`src/design/hpfe_pkg.sv`:
```
// Shared types, constants and helpers for the hysteresis peak feature extractor.
package hpfe_pkg;

  // Field widths
  localparam int SAMPLE_W = 8;
  localparam int SUM_W    = 12;
  localparam int TIMER_W  = 14;
  localparam int COUNT_W  = 10;
  localparam int SLOT_W   = 3;
  localparam int EVENT_W  = 2;

  // Each window term is sample * SCALE / window length
  localparam int SCALE = 10;

  // Hysteresis ratios: upper = 12/10, lower = 8/10 of the long sum
  localparam int UP_NUM  = 6;
  localparam int UP_DEN  = 5;
  localparam int LO_NUM  = 4;
  localparam int LO_DEN  = 5;

  localparam logic [TIMER_W-1:0] TIMER_MAX    = TIMER_W'(10000);
  localparam logic [COUNT_W-1:0] COUNT_MAX    = '1;
  localparam logic [SUM_W-1:0]   THRESH_RESET = SUM_W'(400);

  // Result event codes
  localparam logic [EVENT_W-1:0] EV_NONE  = 2'd0;
  localparam logic [EVENT_W-1:0] EV_OPEN  = 2'd1;
  localparam logic [EVENT_W-1:0] EV_CLOSE = 2'd2;

  // Window stage to peak stage hand-off
  typedef struct packed {
    logic             valid;
    logic             clear;
    logic [SUM_W-1:0] short_sum;
    logic [SUM_W-1:0] long_sum;
  } win_t;

  // Saturating timer increment
  function automatic logic [TIMER_W-1:0] tick(input logic [TIMER_W-1:0] t);
    return (t < TIMER_MAX) ? t + TIMER_W'(1) : t;
  endfunction

endpackage

```
`src/design/hpfe_cell.sv`:
```
// One sample cell of the delay line: holds a sample and passes it on.
module hpfe_cell (
  input  logic                          clk_i,
  input  logic                          rst_ni,
  input  logic                          en_i,
  input  logic [hpfe_pkg::SAMPLE_W-1:0] d_i,
  output logic [hpfe_pkg::SAMPLE_W-1:0] q_o
);
  import hpfe_pkg::*;

  logic [SAMPLE_W-1:0] data_q;

  // Shift on every sample transaction; line starts all zero
  always_ff @(posedge clk_i or negedge rst_ni) begin
    if (!rst_ni) begin
      data_q <= '0;
    end else if (en_i) begin
      data_q <= d_i;
    end
  end

  assign q_o = data_q;

endmodule

```
`src/design/hpfe_window.sv`:
```
// Sample delay line of cells and the short and long running sums.
module hpfe_window #(
  parameter int LONG_WINDOW  = 200,
  parameter int SHORT_WINDOW = 60
) (
  input  logic                          clk_i,
  input  logic                          rst_ni,
  input  logic                          in_valid_i,
  input  logic                          func_i,
  input  logic [hpfe_pkg::SAMPLE_W-1:0] sample_i,
  input  logic                          take_i,
  output logic                          ready_o,
  output hpfe_pkg::win_t                win_o
);
  import hpfe_pkg::*;

  localparam int RING_SIZE = LONG_WINDOW + 1;
  localparam int SHORT_TAP = SHORT_WINDOW % RING_SIZE;
  localparam int TAB_N     = 2 ** SAMPLE_W;

  logic                valid_q, valid_d;
  logic                clear_q, clear_d;
  logic [SUM_W-1:0]    short_q, short_d;
  logic [SUM_W-1:0]    long_q, long_d;
  logic                accept;
  logic                shift_en;

  // line[0] is the incoming sample, line[j] the one j samples back
  logic [SAMPLE_W-1:0] line [LONG_WINDOW+1];

  // Per-sample terms, worked out at elaboration
  logic [SUM_W-1:0]    short_tab [TAB_N];
  logic [SUM_W-1:0]    long_tab  [TAB_N];

  logic [SUM_W:0]      short_ext, long_ext;
  logic [SUM_W-1:0]    short_old, long_old;

  assign ready_o  = !valid_q || take_i;
  assign accept   = in_valid_i && ready_o;
  assign shift_en = accept && !func_i;

  for (genvar g = 0; g < TAB_N; g++) begin : g_tab
    assign short_tab[g] = SUM_W'((g * SCALE) / SHORT_WINDOW);
    assign long_tab[g]  = SUM_W'((g * SCALE) / LONG_WINDOW);
  end

  // Delay line
  assign line[0] = sample_i;
  for (genvar j = 0; j < LONG_WINDOW; j++) begin : g_cell
    hpfe_cell u_cell (
      .clk_i  (clk_i),
      .rst_ni (rst_ni),
      .en_i   (shift_en),
      .d_i    (line[j]),
      .q_o    (line[j+1])
    );
  end

  // Running sums: add the new term, drop the oldest, floor at zero
  always_comb begin
    short_old = short_tab[line[SHORT_TAP]];
    long_old  = long_tab[line[LONG_WINDOW]];
    short_ext = (SUM_W+1)'(short_q) + (SUM_W+1)'(short_tab[sample_i]);
    long_ext  = (SUM_W+1)'(long_q) + (SUM_W+1)'(long_tab[sample_i]);

    short_d = short_q;
    long_d  = long_q;
    if (shift_en) begin
      short_d = (short_ext > (SUM_W+1)'(short_old)) ?
                SUM_W'(short_ext - (SUM_W+1)'(short_old)) : '0;
      long_d  = (long_ext > (SUM_W+1)'(long_old)) ?
                SUM_W'(long_ext - (SUM_W+1)'(long_old)) : '0;
    end

    valid_d = valid_q;
    clear_d = clear_q;
    if (accept) begin
      valid_d = 1'b1;
      clear_d = func_i;
    end else if (take_i) begin
      valid_d = 1'b0;
    end
  end

  always_ff @(posedge clk_i or negedge rst_ni) begin
    if (!rst_ni) begin
      valid_q <= 1'b0;
      clear_q <= 1'b0;
      short_q <= '0;
      long_q  <= '0;
    end else begin
      valid_q <= valid_d;
      clear_q <= clear_d;
      short_q <= short_d;
      long_q  <= long_d;
    end
  end

  // Sums stay put until the next sample, so they travel with the held transaction
  assign win_o.valid     = valid_q;
  assign win_o.clear     = clear_q;
  assign win_o.short_sum = short_q;
  assign win_o.long_sum  = long_q;

endmodule

```
`src/design/hpfe_peak.sv`:
```
// Hysteresis peak tracker, feature timers and the result register.
module hpfe_peak #(
  parameter int HISTORY_DEPTH = 6
) (
  input  logic                         clk_i,
  input  logic                         rst_ni,
  input  hpfe_pkg::win_t               win_i,
  input  logic [hpfe_pkg::SUM_W-1:0]   thresh_i,
  output logic                         take_o,
  output logic                         out_valid_o,
  input  logic                         out_stall_i,
  output logic [hpfe_pkg::SUM_W-1:0]   smoothed_o,
  output logic                         above_o,
  output logic [hpfe_pkg::COUNT_W-1:0] peak_total_o,
  output logic [hpfe_pkg::EVENT_W-1:0] event_res_o,
  output logic [hpfe_pkg::SLOT_W-1:0]  slot_o,
  output logic [hpfe_pkg::SUM_W-1:0]   peak_height_o,
  output logic [hpfe_pkg::TIMER_W-1:0] peak_rise_o,
  output logic [hpfe_pkg::TIMER_W-1:0] peak_width_o,
  output logic [hpfe_pkg::TIMER_W-1:0] valley_width_o,
  output logic [hpfe_pkg::TIMER_W-1:0] signal_width_o
);
  import hpfe_pkg::*;

  localparam int PTR_W = (HISTORY_DEPTH > 1) ? $clog2(HISTORY_DEPTH) : 1;
  localparam logic [PTR_W-1:0] PTR_LAST = PTR_W'(HISTORY_DEPTH - 1);
  localparam int CMP_W = SUM_W + 4;

  // Peak state
  logic                inside_q, inside_d;
  logic [COUNT_W-1:0]  cnt_q, cnt_d;
  logic [PTR_W-1:0]    ptr_q, ptr_d;
  logic [SUM_W-1:0]    hgt_q  [HISTORY_DEPTH];
  logic [SUM_W-1:0]    hgt_d  [HISTORY_DEPTH];
  logic [TIMER_W-1:0]  rise_q [HISTORY_DEPTH];
  logic [TIMER_W-1:0]  rise_d [HISTORY_DEPTH];
  logic [TIMER_W-1:0]  wt_q, wt_d, vt_q, vt_d, rt_q, rt_d, gt_q, gt_d;

  // Result register
  logic                out_valid_q, out_valid_d;
  logic [SUM_W-1:0]    smoothed_q;
  logic                above_q;
  logic [COUNT_W-1:0]  total_q;
  logic [EVENT_W-1:0]  event_q, event_d;
  logic [PTR_W-1:0]    slot_q;
  logic [SUM_W-1:0]    height_q;
  logic [TIMER_W-1:0]  prise_q;
  logic [TIMER_W-1:0]  pwidth_q, pwidth_d;
  logic [TIMER_W-1:0]  vwidth_q, vwidth_d;
  logic [TIMER_W-1:0]  swidth_q;

  logic [SUM_W-1:0]    s_sum, l_sum;
  logic [CMP_W-1:0]    s_up, l_up, s_lo, l_lo;
  logic                open_pk, below_lo;

  assign take_o = win_i.valid && (!out_valid_q || !out_stall_i);
  assign s_sum  = win_i.short_sum;
  assign l_sum  = win_i.long_sum;

  // Level tests without division: S > 12L/10 iff 5S > 6L, S < 8L/10 iff 5(S+1) <= 4L
  always_comb begin
    s_up     = CMP_W'(s_sum) * CMP_W'(UP_DEN);
    l_up     = CMP_W'(l_sum) * CMP_W'(UP_NUM);
    s_lo     = (CMP_W'(s_sum) + CMP_W'(1)) * CMP_W'(LO_DEN);
    l_lo     = CMP_W'(l_sum) * CMP_W'(LO_NUM);
    open_pk  = !win_i.clear && !inside_q && (s_sum > thresh_i) && (s_up > l_up);
    below_lo = (s_lo <= l_lo);
  end

  // Next peak state for the transaction being taken
  always_comb begin
    inside_d = inside_q;
    cnt_d    = cnt_q;
    ptr_d    = ptr_q;
    hgt_d    = hgt_q;
    rise_d   = rise_q;
    wt_d     = wt_q;
    vt_d     = vt_q;
    rt_d     = rt_q;
    gt_d     = gt_q;
    event_d  = EV_NONE;
    pwidth_d = '0;
    vwidth_d = '0;

    if (win_i.clear) begin
      for (int i = 0; i < HISTORY_DEPTH; i++) begin
        hgt_d[i]  = '0;
        rise_d[i] = '0;
      end
      cnt_d    = '0;
      ptr_d    = '0;
      inside_d = 1'b0;
    end else begin
      // Peak opens
      if (open_pk) begin
        inside_d = 1'b1;
        event_d  = EV_OPEN;
        if (cnt_q == '0) begin
          gt_d  = '0;
          ptr_d = '0;
        end else begin
          vwidth_d = vt_q;
        end
        if (cnt_q != COUNT_MAX) begin
          cnt_d = cnt_q + COUNT_W'(1);
          if (cnt_q != '0) begin
            ptr_d = (ptr_q == PTR_LAST) ? '0 : ptr_q + PTR_W'(1);
          end
        end
        wt_d = '0;
        rt_d = '0;
      end

      // Inside a peak: track the maximum, check for the close
      if (inside_d) begin
        if (hgt_q[ptr_d] < s_sum) begin
          hgt_d[ptr_d]  = s_sum;
          rise_d[ptr_d] = rt_d;
        end
        if (below_lo) begin
          inside_d = 1'b0;
          vt_d     = '0;
          pwidth_d = wt_d;
          event_d  = EV_CLOSE;
        end
      end

      wt_d = tick(wt_d);
      gt_d = tick(gt_d);
      vt_d = tick(vt_d);
      rt_d = tick(rt_d);
    end

    out_valid_d = out_valid_q;
    if (take_o) begin
      out_valid_d = 1'b1;
    end else if (!out_stall_i) begin
      out_valid_d = 1'b0;
    end
  end

  // Control state
  always_ff @(posedge clk_i or negedge rst_ni) begin
    if (!rst_ni) begin
      out_valid_q <= 1'b0;
      inside_q    <= 1'b0;
      cnt_q       <= '0;
      ptr_q       <= '0;
      wt_q        <= '0;
      vt_q        <= '0;
      rt_q        <= '0;
      gt_q        <= '0;
      for (int i = 0; i < HISTORY_DEPTH; i++) begin
        hgt_q[i]  <= '0;
        rise_q[i] <= '0;
      end
    end else begin
      out_valid_q <= out_valid_d;
      if (take_o) begin
        inside_q <= inside_d;
        cnt_q    <= cnt_d;
        ptr_q    <= ptr_d;
        wt_q     <= wt_d;
        vt_q     <= vt_d;
        rt_q     <= rt_d;
        gt_q     <= gt_d;
        hgt_q    <= hgt_d;
        rise_q   <= rise_d;
      end
    end
  end

  // Result payload, loaded with each taken transaction
  always_ff @(posedge clk_i) begin
    if (take_o) begin
      smoothed_q <= s_sum;
      above_q    <= inside_d;
      total_q    <= cnt_d;
      event_q    <= event_d;
      slot_q     <= ptr_d;
      height_q   <= hgt_d[ptr_d];
      prise_q    <= rise_d[ptr_d];
      pwidth_q   <= pwidth_d;
      vwidth_q   <= vwidth_d;
      swidth_q   <= gt_d;
    end
  end

  assign out_valid_o    = out_valid_q;
  assign smoothed_o     = smoothed_q;
  assign above_o        = above_q;
  assign peak_total_o   = total_q;
  assign event_res_o    = event_q;
  assign slot_o         = SLOT_W'(slot_q);
  assign peak_height_o  = height_q;
  assign peak_rise_o    = prise_q;
  assign peak_width_o   = pwidth_q;
  assign valley_width_o = vwidth_q;
  assign signal_width_o = swidth_q;

endmodule

```
`src/design/hysteresis_peak_feature_extractor_top.sv`:
```
// Top level of the hysteresis peak feature extractor.
//
// Input channel: in_valid_i / in_stall_o with func_i and sample_i. A sample
// transaction (func 0) shifts the sample into a line of LONG_WINDOW cells and
// updates the short and long running sums; a clear transaction (func 1) wipes
// the peak history, peak count and hysteresis flag.
// Output channel: out_valid_o / out_stall_i, one result per input transaction,
// in order.
// Result path: each input transaction passes the sum register, then the peak
// stage that loads the output register. Throughput: one transaction per
// cycle unless the receiver stalls; the peak stage closes its state loop
// combinationally, so nothing else limits the rate. Receiver stall: the
// output register holds its result; the sum stage keeps accepting until it
// holds one transaction, then in_stall_o rises. Reset (asynchronous, active
// low): cells, sums, peak history, timers and counters clear to zero at once
// and the threshold returns to 400; no clearing pass is needed. The user must
// write the threshold (cfg_we_i) only while idle; the block does not check.
module hysteresis_peak_feature_extractor_top #(
  parameter int LONG_WINDOW   = 200,
  parameter int SHORT_WINDOW  = 60,
  parameter int HISTORY_DEPTH = 6
) (
  input  logic                         clk_i,
  input  logic                         rst_ni,
  input  logic                         cfg_we_i,
  input  logic [hpfe_pkg::SUM_W-1:0]   cfg_wdata_i,
  input  logic                         in_valid_i,
  output logic                         in_stall_o,
  input  logic                         func_i,
  input  logic [hpfe_pkg::SAMPLE_W-1:0] sample_i,
  output logic                         out_valid_o,
  input  logic                         out_stall_i,
  output logic [hpfe_pkg::SUM_W-1:0]   smoothed_o,
  output logic                         above_o,
  output logic [hpfe_pkg::COUNT_W-1:0] peak_total_o,
  output logic [hpfe_pkg::EVENT_W-1:0] event_res_o,
  output logic [hpfe_pkg::SLOT_W-1:0]  slot_o,
  output logic [hpfe_pkg::SUM_W-1:0]   peak_height_o,
  output logic [hpfe_pkg::TIMER_W-1:0] peak_rise_o,
  output logic [hpfe_pkg::TIMER_W-1:0] peak_width_o,
  output logic [hpfe_pkg::TIMER_W-1:0] valley_width_o,
  output logic [hpfe_pkg::TIMER_W-1:0] signal_width_o
);
  import hpfe_pkg::*;

  logic [SUM_W-1:0] thresh_q;
  logic             win_ready;
  logic             take;
  win_t             win;

  // Level threshold register
  always_ff @(posedge clk_i or negedge rst_ni) begin
    if (!rst_ni) begin
      thresh_q <= THRESH_RESET;
    end else if (cfg_we_i) begin
      thresh_q <= cfg_wdata_i;
    end
  end

  assign in_stall_o = !win_ready;

  hpfe_window #(
    .LONG_WINDOW  (LONG_WINDOW),
    .SHORT_WINDOW (SHORT_WINDOW)
  ) u_window (
    .clk_i      (clk_i),
    .rst_ni     (rst_ni),
    .in_valid_i (in_valid_i),
    .func_i     (func_i),
    .sample_i   (sample_i),
    .take_i     (take),
    .ready_o    (win_ready),
    .win_o      (win)
  );

  hpfe_peak #(
    .HISTORY_DEPTH (HISTORY_DEPTH)
  ) u_peak (
    .clk_i          (clk_i),
    .rst_ni         (rst_ni),
    .win_i          (win),
    .thresh_i       (thresh_q),
    .take_o         (take),
    .out_valid_o    (out_valid_o),
    .out_stall_i    (out_stall_i),
    .smoothed_o     (smoothed_o),
    .above_o        (above_o),
    .peak_total_o   (peak_total_o),
    .event_res_o    (event_res_o),
    .slot_o         (slot_o),
    .peak_height_o  (peak_height_o),
    .peak_rise_o    (peak_rise_o),
    .peak_width_o   (peak_width_o),
    .valley_width_o (valley_width_o),
    .signal_width_o (signal_width_o)
  );

endmodule

```
`config.mk`:
```
export PLATFORM = sky130hd
export DESIGN_NAME = hysteresis_peak_feature_extractor_top
export DESIGN_NICKNAME = d
export VERILOG_FILES = /design/src/design/hpfe_pkg.sv /design/src/design/hpfe_cell.sv /design/src/design/hpfe_window.sv /design/src/design/hpfe_peak.sv /design/src/design/hysteresis_peak_feature_extractor_top.sv
export SDC_FILE = /design/constraint.sdc
export NUM_CORES = 2
export LEC_CHECK = 0
export ABC_CLOCK_PERIOD_IN_PS = 13800
export BUFFER_PORTS_ARGS = -buffer_cell sky130_fd_sc_hd__buf_2
export CAP_MARGIN = 20
export CORE_MARGIN = 3
export CORE_UTILIZATION = 35
export CTS_CLUSTER_DIAMETER = 80
export DETAILED_ROUTE_END_ITERATION = 8
export PLACE_DENSITY = 0.59
export REMOVE_ABC_BUFFERS = 1
export SLEW_MARGIN = 30
export SYNTH_ARGS = -nofsm -noshare
export SYNTH_HDL_FRONTEND = slang
export SYNTH_HIERARCHICAL = 1
export SYNTH_SLANG_ARGS = --single-unit
```
`constraint.sdc`:
```
create_clock -name clk_i -period 13.8 [get_ports clk_i]
set_input_delay 2.76 -clock clk_i [delete_from_list [all_inputs] [get_ports clk_i]]
set_output_delay 2.76 -clock clk_i [all_outputs]
set_load 0.005 [all_outputs]
```
# Word-level counts from Yosys, hierarchy flattened

Memories as Yosys holds them, arrays and structs flattened.
Index checks and enable logic that the tools add are counted.

Flip-flop bits (word level): 1961
ROM bits: 12288
Bits of input ports: 26
Output and inout port bits: 98
Memories: 4

$add $sub $neg: 11
Multiply operators: 3
Order comparisons: 16
Equality and inequality tests: 3
Muxes and demuxes: 68
Bitwise logic cells: 9
Reduce and logical (&&, ||, !) cells: 22

Memory list:

| name             | words | width | rd ports | clocked after memory_dff | wr ports | line              | source |
|---|---|---|---|---|---|---|---|
| (name not given) | 256   | 12    | 1        | 0                        | 0        | hpfe_window.sv:64 | `long_ext = (SUM_W+1)'(long_q) + (SUM_W+1)'(long_tab[sample_i]);` |
| (name not given) | 256   | 12    | 1        | 0                        | 0        | hpfe_window.sv:63 | `short_ext = (SUM_W+1)'(short_q) + (SUM_W+1)'(short_tab[sample_i]);` |
| (name not given) | 256   | 12    | 1        | 0                        | 0        | hpfe_window.sv:62 | `long_old = long_tab[line[LONG_WINDOW]];` |
| (name not given) | 256   | 12    | 1        | 0                        | 0        | hpfe_window.sv:61 | `short_old = short_tab[line[SHORT_TAP]];` |

Operator list:

| kind                  | count |
|---|---|
| $mux 14               | 18 |
| $mux 84               | 3 |
| $mux 72               | 3 |
| $mux 12               | 15 |
| $bwmux 84             | 1 |
| $bmux 12 s3           | 2 |
| $bwmux 72             | 1 |
| $add 14x1->14 const B | 4 |
| $lt 14x14->1 const B  | 4 |
| $bmux 14 s3           | 1 |
| $demux 14 s3          | 1 |
| $demux 12 s3          | 1 |
| $mux 10               | 3 |
| $ge 9x9->1 const B    | 3 |
| $not 8->9             | 3 |
| $add 12x12->13        | 2 |
| $gt 13x12->1          | 2 |
| $sub 12x12->12        | 2 |
| $mux 3                | 7 |
| $le 16x14->1          | 1 |
| $mul 16x3->16 const B | 1 |
| $gt 15x15->1          | 1 |
| $mul 12x3->15 const B | 1 |
| $mul 12x2->14 const B | 1 |
| other kinds (22)      | 51 |

# Longest topological paths before layout

Depth in word-level cells: 18
Depth in mapped cells: 43
Mapped depth without buffers: 37

# Cells and area by module

The synthesis kept the hierarchy.

Modules (own cells, without submodules):

| module                                | instances | cells an instance | area an instance (um2) | seq. area each (um2) |
|---|---|---|---|---|
| hpfe_cell                             | 200       | 17                | 331.6                  | 200.2 |
| hpfe_peak                             | 1         | 2121              | 19687.6                | 8563.2 |
| hpfe_window                           | 1         | 505               | 3753.6                 | 650.6 |
| hysteresis_peak_feature_extractor_top | 1         | 26                | 491.7                  | 304.0 |

# Least setup slack after synthesis

No wires, ideal clock.

Kind: input to register
Start: input port out_stall_i
End: register u_window.short_q[11]
Setup time: 101 ps
Arrival time: 13118 ps
Required time: 13699 ps
Path slack: 582 ps
Stages on the path: 12
Path buffers: 1
Path through: nand2_1 > nand2_1 > clkinv_1 > clkbuf_1 > nand2b_1 > nand2_1 > or2_2 > clkinv_1 > and3_1 > o21bai_1 > o41ai_1 > a211oi_1

Longest elaborated chain between the ends: 6

Ends and longest elaborated chain:

| item                   | line                                        | source |
|---|---|---|
| start: declaration     | hysteresis_peak_feature_extractor_top.sv:32 | `input logic out_stall_i,` |
| $logic_not 1->1        | hpfe_peak.sv:56                             | `assign take_o = win_i.valid && (!out_valid_q \|\| !out_stall_i);` |
| $logic_or 1x1->1       | hpfe_peak.sv:56                             |  |
| $logic_and 1x1->1      | hpfe_peak.sv:56                             |  |
| via take               | hysteresis_peak_feature_extractor_top.sv:48 | `logic take;` |
| $logic_or 1x1->1       | hpfe_window.sv:38                           | `assign ready_o = !valid_q \|\| take_i;` |
| via win_ready          | hysteresis_peak_feature_extractor_top.sv:47 | `logic win_ready;` |
| $logic_and 1x1->1      | hpfe_window.sv:39                           | `assign accept = in_valid_i && ready_o;` |
| $logic_and 1x1->1      | hpfe_window.sv:40                           | `assign shift_en = accept && !func_i;` |
| via u_window.shift_en  | hpfe_window.sv:26                           | `logic shift_en;` |
| end signal: assignment | hpfe_window.sv:94                           | `short_q <= short_d;` |
| end: declaration       | hpfe_window.sv:23                           | `logic [SUM_W-1:0] short_q, short_d;` |

The timed path passes the listed nets, and every way through them passes these cells.
A chain may end at the register's enable or synchronous reset.

# Worst setup path after layout

Start: register u_window.short_q[1]
End: register u_peak.prise_q[1] (netlist: u_peak/peak_rise_o[1]), data pin

Longest elaborated chain between the ends: 17
Elaborated cells between the ends (all ways): 30

Ends and longest elaborated chain:

| item                                                                   | line             | source |
|---|---|---|
| parallel branches: the longest is 14 deep, another holds $mul 12x3->15 | --               |  |
| $bmux 14 s3 (*)                                                        | hpfe_peak.sv:182 | `prise_q <= rise_d[ptr_d];` |
| $mux 14 (implied by the code) (*) (2 in a row)                         | hpfe_peak.sv:182 |  |
| end signal: assignment                                                 | hpfe_peak.sv:182 |  |
| end: declaration                                                       | hpfe_peak.sv:47  | `logic [TIMER_W-1:0] prise_q;` |

Every way passes the cells marked *. The select of a mux whose other input is x is not followed.

==> results.toml <==
[status]
status = "complete, no violations"

[worst_setup_path]
crit_start = "u_window/short_q[1]"
r2r_end = "u_peak/peak_rise_o[1]"
cpMaxStageDelayCell = "nand2_2"
crit_path_start_kind = "register"
endpoint = "u_peak/peak_rise_o[1]"
crit_path_frequent_cell = "a21oi_1"
cp_max_fo = 31
critPathRequiredTime_ns = 14.26
ff2ff_path_depth = 37
crit_path_end_kind = "register"
cp.arrival_ns = 10.72
regToRegStartpoint = "u_window/short_q[1]"
ff2ff_setup_slack_ns = 3.54
slowest_delay_ns = 0.69
crit_type = "reg2reg"

[logic_synthesis]
syn_area_per_cell_sq_um = 14.3
yosysWarnings = 6
syn_area_sq_um = 76600
synthCells = 5372

[clock_tree]
clk_pin_slew_worst_paths_ns = 0.06
ctsResizeCount = 0
post-cts-setup-buffers = 0
clock-sinks = 1621
clk_latency_ns = 0.80
numCtsBuffers = 165
cts_root_buffer = "clkbuf_16"
clockBufferDepth = 3
cts_hold_buf = 0
h-tree-depth = 4
cts_tree = "done"

[worst_hold_path]
hp-class = "reg2reg"
holdCritStartpoint = "u_peak/rise_q[49]"

[timing]
tightest_slew_ns = 1.02
grt_setup_unrepaired = "no"
final_hold_viol_count = 0
post-route-period-util_pct = 74.3
fin_crit_ns = 10.26
drv_slew = 0
setup_viol = 0
relSlewSlack_pct = 32.1
clock.fmax_mhz = 97.5
skew_ns = 0.0334
fin_tns_setup_ns = 0

[global_routing]
grt.total_usage_pct = 12.9
grt_max_degree = 199
grt_pass1_vias = 43226
gr-total-overflow = 0
grt_pass1_wl_microns = 240000
antenna_found_initial = 4

[routing]
drt_iter0_drc = 2894
antenna_left = 0
drc = 0
routed_via_density = 4.95
wirelength_microns = 145000
drt_first_pass_iters = 7
via_count = 41447
avgRoutedWirePerCell_microns = 17.3

[power]
p_per_area_nw_per_um2 = 146
cellLeakagePower_nw = 39.5
finalPower_w = 0.0123
vdd_drop_max_v = 0.000137

[die]
die_area_sq_um = 225000
io_pins = 124
core.rowCount = 171
chipHeight_microns = 474
initial_core_util_pct = 35.3
fp.coreArea_sq_um = 217000
die_w_microns = 474

[place]
place_congestion = 0.825
port_buffers = 122
dp_hpwl_microns = 83900

[layout]
fin_nets = 5540
drive_gt1_share_pct = 33.6
final_cell_mix = "dfrtp_1, mux2_4, nand2_1"
syn2layout_area_growth_pct = 10.2
final_common_cell = "dfrtp_1"
num_antenna_cells = 0

[job]
maxCapViolations = 0
## state kept, by name, indices dropped and copies added (netlist names), 14 cells and up
| name | flops |
|---|---|
| u_peak/valley_width_o | 14 |
| u_window/g_cell.u_cell/q_o | 1260 |
| u_peak/signal_width_o | 14 |
| u_peak/rt_q | 14 |
| u_peak/hgt_q | 72 |
| u_peak/peak_width_o | 14 |
| u_peak/gt_q | 14 |
| u_peak/peak_rise_o | 14 |
| u_peak/wt_q | 14 |
| u_peak/vt_q | 14 |
| u_peak/rise_q | 84 |
## where the power goes
part | total [W] | internal [W] | switching [W]
sequential | 0.00528 | 0.00507 | 0.000213
combinational | 0.00250 | 0.00105 | 0.00144
clock | 0.00454 | 0.00265 | 0.00189
total | 0.0123 | 0.00877 | 0.00355
## worst min-delay path by stage
stage                                    to  slack, ns  cells after the start
final                     u_peak/rise_q[49]       0.48                      2
after global routing      u_peak/rise_q[44]       0.50                      2
after CTS                 u_peak/rise_q[49]       0.48                      2
after detailed placement  u_peak/rise_q[49]       0.47                      2
after global placement    u_peak/rise_q[36]       0.46                      2
after floorplan            u_peak/hgt_q[37]       0.45                      2
## critical path, delay by kind of cell, from the launching register on
family          cells  cell delay [ns]
compound gates     16             3.48
xor+xnor            1             0.15
fa+ha+maj           5             1.56
simple gates       13             3.48
buf+inv             1             0.56
flops               1             0.38
mux                 1             0.28
## final cells by class
cell class / instances / area, sq um
Multi-Input combinational cell: 3277 / 32300
Clock inverter: 66 / 681
Timing Repair Buffer: 207 / 1580
Fill cell: 20129 / 133000
Clock buffer: 235 / 4900
Sequential cell: 1621 / 41100
Inverter: 105 / 404
Tap cell: 2854 / 3570
## per-stage QoR
| step | worst slack [ns] | utilization [%] | instances | cell area, sq um | hold WS (ns) |
|---|---|---|---|---|---|
| floorplan | -47.10 | - | 5003 | 73600 | 0.449 |
| global placement | 3.67 | 36.2 | 8055 | 78600 | 0.460 |
| global route | 2.87 | 38.9 | 8365 | 84500 | 0.504 |
| detailed placement | 3.57 | 36.2 | 8055 | 78600 | 0.469 |
| finish | 3.54 | 38.9 | 8365 | 84500 | 0.479 |
| CTS | 3.54 | 38.7 | 8356 | 84200 | 0.482 |
## metal layers
layer	routed length [microns]	track usage [%]	up-vias
met2	64800	19.7	932
met5	0	0	-
li1	-	-	19117
met4	4170	4.62	0
met3	6710	2.20	263
met1	69300	18.3	21135
Power figures use the tool's default switching activity.
